## config.mk

```make
export PLATFORM = sky130hd
export DESIGN_NAME = serial_frame_deframer_crc16
export DESIGN_NICKNAME = d
export VERILOG_FILES = /design/src/sv/sfd_pkg.sv /design/src/sv/serial_frame_deframer_crc16.sv /design/src/sv/sfd_parser.sv /design/src/sv/sfd_out_stage.sv
export SDC_FILE = /design/constraint.sdc
export NUM_CORES = 1
export LEC_CHECK = 0
export ABC_CLOCK_PERIOD_IN_PS = 19600
export BUFFER_PORTS_ARGS = -buffer_cell sky130_fd_sc_hd__clkbuf_2
export CORE_MARGIN = 8
export CORE_UTILIZATION = 58
export DETAILED_ROUTE_END_ITERATION = 8
export PLACE_DENSITY = 0.8
export SYNTH_ARGS = -nofsm -noshare
export SYNTH_HDL_FRONTEND = slang
export SYNTH_HIERARCHICAL = 1
export SYNTH_SLANG_ARGS = --single-unit
export TNS_END_PERCENT = 100
```

## constraint.sdc

```tcl
create_clock -name clk -period 19.6 [get_ports clk]
set_input_delay 0.98 -clock clk [delete_from_list [all_inputs] [get_ports clk]]
set_output_delay 0.98 -clock clk [all_outputs]
set_load 0.01 [all_outputs]
```

## src/sv/sfd_pkg.sv

```systemverilog
// shared types, constants and the crc update for the serial frame deframer
`default_nettype none

package sfd_pkg;

    // header, tail and frame type codes
    localparam logic [7:0] HDR_FIRST   = 8'hAA;
    localparam logic [7:0] HDR_SECOND  = 8'h55;
    localparam logic [7:0] TAIL_FIRST  = 8'h0D;
    localparam logic [7:0] TAIL_SECOND = 8'h0A;
    localparam logic [7:0] TYPE_PERC   = 8'h10;
    localparam logic [7:0] TYPE_POSE   = 8'h11;

    // frame lengths and byte positions
    localparam logic [5:0] LEN_PERC    = 6'd37;
    localparam logic [5:0] LEN_POSE    = 6'd29;
    localparam logic [5:0] POS_TYPE    = 6'd2;
    localparam int         FIELD_FIRST = 3;
    localparam int         FIELD_LAST  = 32;

    // crc-16/ccitt-false
    localparam logic [15:0] CRC_INIT = 16'hFFFF;
    localparam logic [15:0] CRC_POLY = 16'h1021;

    typedef enum logic [1:0] {
        PH_HUNT0 = 2'd0,
        PH_HUNT1 = 2'd1,
        PH_FRAME = 2'd2
    } phase_t;

    typedef enum logic [1:0] {
        ST_PERC_OK  = 2'd0,
        ST_POSE_OK  = 2'd1,
        ST_BAD_TAIL = 2'd2,
        ST_BAD_CRC  = 2'd3
    } status_t;

    typedef struct packed {
        status_t     frame_status;
        logic [7:0]  sequence_res;
        logic [7:0]  flags;
        logic [31:0] timestamp;
        logic [31:0] word0;
        logic [31:0] word1;
        logic [31:0] word2;
        logic [31:0] word3;
        logic [31:0] word4;
        logic [31:0] word5;
        logic [31:0] good_count;
        logic [31:0] bad_count;
    } result_t;

    // one byte through the msb-first crc, eight shift steps
    function automatic logic [15:0] crc_byte(input logic [15:0] crc_in, input logic [7:0] b);
        logic [15:0] c;
        c = crc_in ^ {b, 8'h00};
        for (int i = 0; i < 8; i++) begin
            if (c[15])
                c = {c[14:0], 1'b0} ^ CRC_POLY;
            else
                c = {c[14:0], 1'b0};
        end
        return c;
    endfunction

endpackage

`default_nettype wire

```

## src/sv/serial_frame_deframer_crc16.sv

```systemverilog
// top level of the serial frame deframer with crc-16 check
// a frame's last byte waits in the input register until the result register can take the
// finished frame; out_valid rises when the result register is loaded
// throughput: one byte per cycle while no finished frame waits on a full result register;
// the byte-wide crc update and field capture sit between the input register and the result register
// reset: asynchronous active low; hunt restarts, crc 0xffff, counters zero
`default_nettype none

module serial_frame_deframer_crc16 (
    input  wire logic        clk,
    input  wire logic        rst_n,
    input  wire logic        in_valid,
    output logic             in_ready,
    input  wire logic [7:0]  rx_byte,
    output logic             out_valid,
    input  wire logic        out_ready,
    output logic [1:0]       frame_status,
    output logic [7:0]       sequence_res,
    output logic [7:0]       flags,
    output logic [31:0]      timestamp,
    output logic [31:0]      word0,
    output logic [31:0]      word1,
    output logic [31:0]      word2,
    output logic [31:0]      word3,
    output logic [31:0]      word4,
    output logic [31:0]      word5,
    output logic [31:0]      good_count,
    output logic [31:0]      bad_count
);

    // input register, one byte deep
    logic       in_valid_reg;
    logic [7:0] in_byte_reg;

    // parser handshake
    logic             step;
    logic             res_valid;
    logic             out_free;
    sfd_pkg::result_t res;
    sfd_pkg::result_t res_q;

    // result register can take a new frame when empty or being drained
    assign out_free = !out_valid || out_ready;
    // a byte that finishes no frame never waits on the output side
    assign step     = in_valid_reg && (out_free || !res_valid);
    assign in_ready = !in_valid_reg || step;

    always_ff @(posedge clk or negedge rst_n)
    begin
        if (!rst_n)
            in_valid_reg <= 1'b0;
        else if (in_ready)
            in_valid_reg <= in_valid;
    end

    always_ff @(posedge clk)
    begin
        if (in_ready && in_valid)
            in_byte_reg <= rx_byte;
    end

    sfd_parser u_parser (
        .clk       (clk),
        .rst_n     (rst_n),
        .step      (step),
        .rx_byte   (in_byte_reg),
        .res_valid (res_valid),
        .res       (res)
    );

    sfd_out_stage u_out (
        .clk     (clk),
        .rst_n   (rst_n),
        .load    (step && res_valid),
        .res_in  (res),
        .take    (out_ready),
        .valid   (out_valid),
        .res_out (res_q)
    );

    // unpack the result onto the field ports
    assign frame_status = res_q.frame_status;
    assign sequence_res = res_q.sequence_res;
    assign flags        = res_q.flags;
    assign timestamp    = res_q.timestamp;
    assign word0        = res_q.word0;
    assign word1        = res_q.word1;
    assign word2        = res_q.word2;
    assign word3        = res_q.word3;
    assign word4        = res_q.word4;
    assign word5        = res_q.word5;
    assign good_count   = res_q.good_count;
    assign bad_count    = res_q.bad_count;

`ifndef SYNTHESIS
    // an empty input register always takes a transfer
    a_empty_ready: assert property (@(posedge clk) disable iff (!rst_n)
        !in_valid_reg |-> in_ready)
        else $error("input register empty but not ready");

    // a finished frame shows up as a result in the next cycle
    a_result_loaded: assert property (@(posedge clk) disable iff (!rst_n)
        (step && res_valid) |=> out_valid)
        else $error("finished frame did not reach the result register");

    // a stalled byte stays in the input register unchanged
    a_byte_held: assert property (@(posedge clk) disable iff (!rst_n)
        (in_valid_reg && !step) |=> (in_valid_reg && $stable(in_byte_reg)))
        else $error("stalled byte lost or changed");

    // a waiting result is never overwritten
    a_no_overwrite: assert property (@(posedge clk) disable iff (!rst_n)
        (out_valid && !out_ready) |-> !(step && res_valid))
        else $error("result register overwritten while waiting");
`endif

endmodule

`default_nettype wire

```

## src/sv/sfd_parser.sv

```systemverilog
// frame hunt state machine, crc, field capture and result assembly
`default_nettype none

module sfd_parser (
    input  wire logic            clk,
    input  wire logic            rst_n,
    input  wire logic            step,
    input  wire logic [7:0]      rx_byte,
    output logic                 res_valid,
    output sfd_pkg::result_t     res
);

    sfd_pkg::phase_t phase_reg, phase_next;
    logic [5:0]  pos_reg, pos_next;
    logic        long_reg, long_next;
    logic [15:0] crc_reg, crc_next;
    logic [31:0] good_reg, good_next;
    logic [31:0] bad_reg, bad_next;

    // frame bytes 3..32, each read at its own place
    logic [7:0] frame_bytes_reg [sfd_pkg::FIELD_FIRST:sfd_pkg::FIELD_LAST];
    // last three frame bytes, index 0 newest
    logic [7:0] hist_reg [0:2];

    logic       at_type;
    logic       type_ok;
    logic       long_now;
    logic       in_store;
    logic       is_last;
    logic       frame_ok;
    logic       frame_good;
    logic [5:0] crc_limit;
    sfd_pkg::status_t status;

    assign at_type  = (pos_reg == sfd_pkg::POS_TYPE);
    assign type_ok  = rx_byte inside {sfd_pkg::TYPE_PERC, sfd_pkg::TYPE_POSE};
    assign long_now = at_type ? (rx_byte == sfd_pkg::TYPE_PERC) : long_reg;
    assign in_store = (pos_reg < sfd_pkg::LEN_PERC);
    assign is_last  = long_now ? (pos_reg == sfd_pkg::LEN_PERC - 6'd1)
                               : (pos_reg == sfd_pkg::LEN_POSE - 6'd1);
    assign crc_limit = long_now ? (sfd_pkg::LEN_PERC - 6'd4) : (sfd_pkg::LEN_POSE - 6'd4);
    assign frame_ok = (phase_reg == sfd_pkg::PH_FRAME) && in_store && !(at_type && !type_ok);

    // next state
    always_comb
    begin
        phase_next = phase_reg;
        case (phase_reg)
            sfd_pkg::PH_HUNT0:
            begin
                if (rx_byte == sfd_pkg::HDR_FIRST)
                    phase_next = sfd_pkg::PH_HUNT1;
            end
            sfd_pkg::PH_HUNT1:
            begin
                if (rx_byte == sfd_pkg::HDR_SECOND)
                    phase_next = sfd_pkg::PH_FRAME;
                else if (rx_byte != sfd_pkg::HDR_FIRST)
                    phase_next = sfd_pkg::PH_HUNT0;
            end
            sfd_pkg::PH_FRAME:
            begin
                if (!frame_ok || is_last)
                    phase_next = sfd_pkg::PH_HUNT0;
            end
            default:
                phase_next = sfd_pkg::PH_HUNT0;
        endcase
    end

    // status of a finished frame, tail before crc
    always_comb
    begin
        if (hist_reg[0] != sfd_pkg::TAIL_FIRST || rx_byte != sfd_pkg::TAIL_SECOND)
            status = sfd_pkg::ST_BAD_TAIL;
        else if ({hist_reg[1], hist_reg[2]} != crc_reg)
            status = sfd_pkg::ST_BAD_CRC;
        else if (long_reg)
            status = sfd_pkg::ST_PERC_OK;
        else
            status = sfd_pkg::ST_POSE_OK;
    end

    assign frame_good = (status == sfd_pkg::ST_PERC_OK) || (status == sfd_pkg::ST_POSE_OK);

    // datapath and outputs
    always_comb
    begin
        pos_next  = pos_reg;
        long_next = long_reg;
        crc_next  = crc_reg;
        good_next = good_reg;
        bad_next  = bad_reg;
        res_valid = 1'b0;
        case (phase_reg)
            sfd_pkg::PH_HUNT0:
            begin
            end
            sfd_pkg::PH_HUNT1:
            begin
                if (rx_byte == sfd_pkg::HDR_SECOND)
                begin
                    pos_next = sfd_pkg::POS_TYPE;
                    crc_next = sfd_pkg::CRC_INIT;
                end
                else if (rx_byte != sfd_pkg::HDR_FIRST)
                begin
                    pos_next  = 6'd0;
                    long_next = 1'b0;
                end
            end
            sfd_pkg::PH_FRAME:
            begin
                if (!frame_ok)
                begin
                    pos_next  = 6'd0;
                    long_next = 1'b0;
                end
                else
                begin
                    long_next = long_now;
                    if (pos_reg < crc_limit)
                        crc_next = sfd_pkg::crc_byte(crc_reg, rx_byte);
                    pos_next = pos_reg + 6'd1;
                    if (is_last)
                    begin
                        res_valid = 1'b1;
                        pos_next  = 6'd0;
                        long_next = 1'b0;
                        if (frame_good)
                            good_next = good_reg + 32'd1;
                        else
                            bad_next = bad_reg + 32'd1;
                    end
                end
            end
            default:
            begin
                pos_next  = 6'd0;
                long_next = 1'b0;
            end
        endcase
    end

    always_comb
    begin
        res.frame_status = status;
        res.sequence_res = frame_bytes_reg[3];
        res.flags        = frame_bytes_reg[4];
        res.timestamp    = {frame_bytes_reg[8], frame_bytes_reg[7],
                            frame_bytes_reg[6], frame_bytes_reg[5]};
        res.word0        = {frame_bytes_reg[12], frame_bytes_reg[11],
                            frame_bytes_reg[10], frame_bytes_reg[9]};
        res.word1        = {frame_bytes_reg[16], frame_bytes_reg[15],
                            frame_bytes_reg[14], frame_bytes_reg[13]};
        res.word2        = {frame_bytes_reg[20], frame_bytes_reg[19],
                            frame_bytes_reg[18], frame_bytes_reg[17]};
        res.word3        = {frame_bytes_reg[24], frame_bytes_reg[23],
                            frame_bytes_reg[22], frame_bytes_reg[21]};
        res.word4        = long_reg ? {frame_bytes_reg[28], frame_bytes_reg[27],
                                       frame_bytes_reg[26], frame_bytes_reg[25]} : 32'd0;
        res.word5        = long_reg ? {frame_bytes_reg[32], frame_bytes_reg[31],
                                       frame_bytes_reg[30], frame_bytes_reg[29]} : 32'd0;
        res.good_count   = good_next;
        res.bad_count    = bad_next;
    end

    always_ff @(posedge clk or negedge rst_n)
    begin
        if (!rst_n)
        begin
            phase_reg <= sfd_pkg::PH_HUNT0;
            pos_reg   <= 6'd0;
            long_reg  <= 1'b0;
            crc_reg   <= sfd_pkg::CRC_INIT;
            good_reg  <= 32'd0;
            bad_reg   <= 32'd0;
        end
        else if (step)
        begin
            phase_reg <= phase_next;
            pos_reg   <= pos_next;
            long_reg  <= long_next;
            crc_reg   <= crc_next;
            good_reg  <= good_next;
            bad_reg   <= bad_next;
        end
    end

    // byte capture, no reset
    always_ff @(posedge clk)
    begin
        if (step && frame_ok)
        begin
            hist_reg[0] <= rx_byte;
            hist_reg[1] <= hist_reg[0];
            hist_reg[2] <= hist_reg[1];
            for (int i = sfd_pkg::FIELD_FIRST; i <= sfd_pkg::FIELD_LAST; i++)
            begin
                if (pos_reg == 6'(i))
                    frame_bytes_reg[i] <= rx_byte;
            end
        end
    end

endmodule

`default_nettype wire

```

## src/sv/sfd_out_stage.sv

```systemverilog
// result register holding one finished frame until transfer
`default_nettype none

module sfd_out_stage (
    input  wire logic             clk,
    input  wire logic             rst_n,
    input  wire logic             load,
    input  wire sfd_pkg::result_t res_in,
    input  wire logic             take,
    output logic                  valid,
    output sfd_pkg::result_t      res_out
);

    logic             valid_reg;
    sfd_pkg::result_t res_reg;

    always_ff @(posedge clk or negedge rst_n)
    begin
        if (!rst_n)
            valid_reg <= 1'b0;
        else if (load)
            valid_reg <= 1'b1;
        else if (take)
            valid_reg <= 1'b0;
    end

    always_ff @(posedge clk)
    begin
        if (load)
            res_reg <= res_in;
    end

    assign valid   = valid_reg;
    assign res_out = res_reg;

endmodule

`default_nettype wire

```

# Word-level counts from Yosys, hierarchy flattened
# Memory sizes are Yosys's and may differ from the RTL's. A register that Yosys moved wholly into a read port is not among the register bits.
# Index checks and enable logic that the tools add are counted.
# W data, S select, Z words.
[word_totals]
regBits = 165
mem_bits_rw = 264
in_bits = 12
mem_count = 2
[memory_table]
columns = ["memory", "words", "width", "rd", "rd_clocked_by_memory_dff", "write_ports", "line", "text"]
rows = [
  ["u_parser.frame_bytes_reg", 30, 8, 30, 30, 1, "sfd_parser.sv:21", "logic [7:0] frame_bytes_reg [sfd_pkg::FIELD_FIRST:sfd_pkg::FIELD_LAST];"],
  ["u_parser.hist_reg", 3, 8, 3, 0, 3, "sfd_parser.sv:23", "logic [7:0] hist_reg [0:2];"],
]
[classes]
add_sub_neg = 3
n_lt_le_gt_ge = 2
eq_ne = 51
n_mux = 246
n_bitwise = 10
reduce_logical = 65
[ops]
columns = ["cell", "n"]
rows = [
  ["$mux W16", 24],
  ["$mux W32", 8],
  ["$mux W8", 29],
  ["$reduce_or A8 Y1", 29],
  ["$mux W6", 34],
  ["$mux W1", 133],
  ["$mux W13", 8],
  ["$eq A6 B5 Y1 const B", 16],
  ["$add A32 B1 Y32 const B", 2],
  ["$eq A6 B4 Y1 const B", 8],
  ["$pmux W16 S2", 1],
  ["$eq A6 B3 Y1 const B", 4],
  ["$not A3 Y3", 8],
  ["$pmux W6 S3", 1],
  ["$eq A8 B5 Y1 const B", 2],
  ["$ne A16 B16 Y1", 1],
  ["$ne A8 B4 Y1 const B", 2],
  ["$xor A16 B16 Y16", 1],
  ["$logic_not A1 Y1", 14],
  ["$eq A6 B2 Y1 const B", 2],
  ["$eq A6 B6 Y1 const B", 2],
  ["$mux W2", 6],
  ["$eq A8 B7 Y1 const B", 1],
  ["$eq A8 B8 Y1 const B", 1],
  ["other kinds (19)", 40],
]

# Depth between registers and ports, before layout
[depth]
ltp_word = 44
ltp_mapped = 13
depth_no_buf = 12

# Modules after synthesis
# The synthesis kept the hierarchy.
[modules_own_cells]
columns = ["module", "instances", "cells_each", "area_each_um2"]
rows = [
  ["sfd_parser", 1, 1224, 15982.8],
  ["sfd_out_stage", 1, 309, 9225.1],
  ["serial_frame_deframer_crc16", 1, 16, 322.8],
]

# Least setup slack after synthesis
# No wires, ideal clock.
[synth_path]
path_kind = "reg2reg"
from = "reg in_byte_reg[1]"
to = "reg u_out.res_reg (netlist bit u_out/res_out[0]) (enable)"
setup_time_ns = 0.981
arrival_ns = 14.972
setup_slack_ns = 3.647
path_stages_with_launch = 8
n_path_buf = 1
path_cell_list = "edfxtp_1 -> nor4_4 -> nand3_2 -> a2111o_1 -> inv_2 -> buf_1 -> nand2_1 -> nor2_1"
[synth_between]
elab_chain_cells = 12
word_cells_on_any_way = 16
[synth_lines]
columns = ["item", "line", "text"]
rows = [
  ["start: declaration", "serial_frame_deframer_crc16.sv:33", "logic [7:0] in_byte_reg;"],
  ["start signal: assignment", "serial_frame_deframer_crc16.sv:59", "in_byte_reg <= rx_byte;"],
  ["$eq A8 B5 Y1 (on tied branches)", "sfd_parser.sv:36, sfd_parser.sv:37", ""],
  ["$reduce_bool A2 Y1", "sfd_parser.sv:36", "assign type_ok = rx_byte inside {sfd_pkg::TYPE_PERC, sfd_pkg::TYPE_POSE};"],
  ["$logic_not A1 Y1", "sfd_parser.sv:42", "assign frame_ok = (phase_reg == sfd_pkg::PH_FRAME) && in_store && !(at_type && !type_ok);"],
  ["$logic_and A1 B1 Y1", "sfd_parser.sv:42", ""],
  ["$logic_not A1 Y1", "sfd_parser.sv:42", ""],
  ["$logic_and A1 B1 Y1", "sfd_parser.sv:42", ""],
  ["$mux W1 *", "sfd_parser.sv:114", "if (!frame_ok)"],
  ["$mux W1 *", "sfd_parser.sv:95", "case (phase_reg)"],
  ["named net res_valid", "serial_frame_deframer_crc16.sv:37", "logic res_valid;"],
  ["$logic_not A1 Y1", "serial_frame_deframer_crc16.sv:45", "assign step = in_valid_reg && (out_free || !res_valid);"],
  ["$logic_or A1 B1 Y1", "serial_frame_deframer_crc16.sv:45", ""],
  ["$logic_and A1 B1 Y1", "serial_frame_deframer_crc16.sv:45", ""],
  ["$logic_and A1 B1 Y1 *", "serial_frame_deframer_crc16.sv:74", ".load (step && res_valid),"],
  ["end signal: assignment", "sfd_out_stage.sv:30", "res_reg <= res_in;"],
  ["end: declaration", "sfd_out_stage.sv:15", "sfd_pkg::result_t res_reg;"],
]
# Mark *: on every way through the listed nets, which the timed path passes. The rest lies on a longest branch.
# A chain may end at the register's enable or synchronous reset.

# Worst setup path in the final report
[layout_path]
from = "reg u_parser.long_reg"
to = "reg, netlist name u_out/res_out[242]"
[layout_between]
elab_chain_cells = 9
[layout_lines]
columns = ["item", "line", "text"]
rows = [
  ["start: declaration", "sfd_parser.sv:15", "logic long_reg, long_next;"],
  ["start signal: assignment", "sfd_parser.sv:183", "long_reg <= long_next;"],
  ["$mux W1 *", "sfd_parser.sv:37", "assign long_now = at_type ? (rx_byte == sfd_pkg::TYPE_PERC) : long_reg;"],
  ["$mux W1 *", "sfd_parser.sv:39", "assign is_last = long_now ? (pos_reg == sfd_pkg::LEN_PERC - 6'd1)"],
  ["$mux W1 *", "sfd_parser.sv:125", "if (is_last)"],
  ["$mux W1 *", "sfd_parser.sv:114", ""],
  ["$mux W1 *", "sfd_parser.sv:95", ""],
  ["named net res_valid", "serial_frame_deframer_crc16.sv:37", ""],
  ["$logic_not A1 Y1", "serial_frame_deframer_crc16.sv:45", ""],
  ["$logic_or A1 B1 Y1", "serial_frame_deframer_crc16.sv:45", ""],
  ["$logic_and A1 B1 Y1", "serial_frame_deframer_crc16.sv:45", ""],
  ["$logic_and A1 B1 Y1 *", "serial_frame_deframer_crc16.sv:74", ""],
]
# Marked as above.

==> results.yml <==
power_and_ir_drop:
  power_frac_clock_pct: 43.5
  comb_power_share_pct: 2.4
  p_leak_nw: 10.4
  switchingPower_mw: 0.574
  p_int_mw: 2.29
  power.density_cell_area_nw_per_um2: 99.7
  peakVddDrop_uv: 71.5
  switching_share_pct: 20.1
  seq_power_share_pct: 54.2
clocking:
  cts_buffers: 66
  cts.repair.resized: 0
  holdBufCountCts: 0
  clk_pin_slew_ns: 0.07
  clockBufferDepth: 3
  tritoncts: "built"
  post_cts_buffers: 0
  insertion_delay_ns: 0.58
  h-tree-depth: 3
  clockRootBuffer: "clkbuf_16"
  cts.sinks: 669
setup_path:
  crit_fanout: 83
  endpoint_kind: "flop"
  cp-start-kind: "flop"
  critical_path.most_common_cell: "buf_4"
  reg2reg_setup_slack_ns: 13.77
  max_stage_delay_ns: 0.93
  critPathKind: "flop to flop"
  critPathRequiredTime_ns: 19.79
  crit_path_cell_trace: "nor4bb_1, o211ai_1, a2111o_1, buf_4, inv_2, nand2_1, nor2_4, buf_4, buf_4"
  critPathArrivalTime_ns: 6.01
  slowest_stage: "dfrtp_2"
placement:
  place_congestion: 0.859
  pre_cts_ws_ns: 13.83
  portBuffers: 319
  post-dp-hpwl_um: 34500
  postPlaceCellArea_um2: 26500
synth:
  yosys-mux-area-fraction_pct: 0.309
  yosysSeqAreaShare_pct: 77.0
  synth_area_um2: 25500
  synthXorXnorAreaFrac_pct: 5.63
  ys_seq_elements: 669
  yosysUniqueCellTypes: 59
  synthCells: 1549
  yosys.area_share.simple_pct: 8.82
  synthArstFlopShare_pct: 13.6
  synth-adder-area-share_pct: 0.637
  mappedNetlistNets: 1574
  yosys-top-cells-area: "edfxtp_1, dfrtp_1, buf_4, xnor2_1, xor2_1"
  syn_avg_cell_area_um2: 16.5
  synth_warnings: 6
  synth-compound-area-share_pct: 1.42
  synth-edff-count: 578
  yosys_most_used_dff: "edfxtp_1"
  synth_top_cell_area_share_pct: 68.0
  yosysTopAreaCell: "edfxtp_1"
  synth_top_family_by_area: "simple AND/OR/NAND/NOR gates"
timing:
  fin_skew_ns: 0.0297
  hold_viol: 0
  fin_crit_ns: 5.83
  whs_ns: 0.411
  tns_ns: 0
  drv_slew: 0
  period_share_pct: 29.7
  setup_viol: 0
  max_freq_mhz: 172
  grt_setup_unrepaired: "false"
  layout_setup_ws_ns: 13.77
  tightest_slew_ns: 1.20
  maxSlewHeadroom_pct: 19.5
route:
  drtAntennaViolNets: 0
  via_per_inst: 5.47
  drcViolationCount: 0
  wirelength_um: 54600
  dr.pass1.iters: 5
  first_iter_violations: 1173
  wire_per_inst_um: 22.9
  vias: 13100
layout:
  multi_input_area_um2: 4320
  seq_area_um2: 19700
  fin_util_pct: 65.4
  area_delta_synth_final_pct: 12.3
  num-nets-final: 1761
  post_route_cells_drive_above_1_share_pct: 26.4
  n_fill_cell: 2841
  design_area_um2: 28700
  largest_reg_flops: 306
grt:
  antenna_found_initial: 8
  gr-usage-all-layers_pct: 21.0
  grt_pass1_wl_um: 80300
  grt_pass1_vias: 13000
  grt_max_degree: 84
  grt.overflow.total: 0
hold_path:
  hold_path.class: "flop to flop"
die:
  die-width_um: 226
  dieArea_um2: 51000
  ios: 320
  num_rows: 77
  core_area_um2: 43800
  chipHeight_um: 226
  start_util_pct: 58.2
status:
  outcome: "complete, no violations"
flow_run:
  drv_cap: 0
cell usage after synthesis, types with 4 or more instances:
cell type / count
edfxtp_1: 578
buf_4: 176
xnor2_1: 87
and2_1: 81
xor2_1: 77
dfrtp_1: 75
nor2_1: 74
nand3_1: 59
nand2_1: 48
nor3_1: 39
nand4_1: 31
clkbuf_1: 30
inv_1: 23
and3_1: 17
dfstp_2: 16
nor4_1: 14
ha_1: 13
a2bb2oi_1: 11
mux2_2: 7
nor4b_1: 7
o21ai_0: 7
buf_2: 6
and4_1: 5
or3_1: 5
a21oi_1: 4
a222oi_1: 4
nand2b_1: 4
metal layers:
layer	up-vias	wire, um	track usage [%]	share of wire, %
met1	6486	21700	27.5	40
met4	2	1670	7.74	3.1
met3	103	5180	5.65	9.5
li1	5831	-	-	-
met5	-	13	0	0.024
met2	630	26000	33.6	48
layout make-up:
cell class / count / share of cell area (%)
flip-flops and latches: 669 / 68.6
repair buffers: 336 / 6.02
clock inverters: 33 / 1.28
diodes: 7 / 0.0611
inverters: 25 / 0.327
well taps: 592 / 2.58
multi-input cells: 638 / 15.1
clock buffers: 84 / 6.11
worst max-delay path: cells and delay by family, from the launching register on:
family	cells	cell delay, ns
AO/OA/AOI/OAI	2	0.59
buffers and inverters	4	2.44
flip-flops	1	0.93
AND/OR/NAND/NOR	3	1.23
per-stage QoR:
step / total power [mW] / instances
3_5_place_dp: 1.65 / 2260
6_report: 2.86 / 2384
2_1_floorplan: 1.62 / 1549
5_1_grt: 2.94 / 2378
3_3_place_gp: 1.64 / 2260
4_1_cts: 2.88 / 2377
cell usage in the layout, fill, tap and decap left out, drive strengths merged, types with 21 or more instances in the layout:
cell type	instances
and2	82
clkbuf	402
clkinv	21
dfrtp	75
edfxtp	578
inv	27
nand2	48
nand3	61
nand4	32
nor2	74
nor3	41
xnor2	87
xor2	77
power by group through the flow:
stage	registers [mW]	clock network (mW)	logic (mW)
after floorplan	1.59	0	0.0334
after global placement	1.58	0	0.0661
after detailed placement	1.58	0	0.0675
after CTS	1.55	1.27	0.0684
after global routing	1.55	1.32	0.0729
final	1.55	1.24	0.0679
kinds of logic after synthesis:
| group | count (synthesis) |
|---|---|
| DFF | 669 |
| and+or+nand+nor | 410 |
| buffers and inverters | 242 |
| xor gates and xnor gates | 164 |
| AOI/OAI and AO/OA | 44 |
| adders and majority gates | 13 |
| muxes | 7 |
path summary, 6_finish.rpt:
kind | to | cells past startpoint | from
min in group asynchronous | u_parser/good_reg[13] | 1 | rst_n
worst min register to register | u_out/res_out[298] | 0 | u_parser/frame_bytes_reg[0][2]
worst max register to register | u_out/res_out[242] | 9 | u_parser/long_reg
max in group asynchronous | u_parser/crc_reg[3] | 2 | rst_n
worst max-delay path | u_out/res_out[242] | 9 | u_parser/long_reg
worst min-delay path | u_out/res_out[298] | 0 | u_parser/frame_bytes_reg[0][2]
Power figures use the tool's default switching activity.
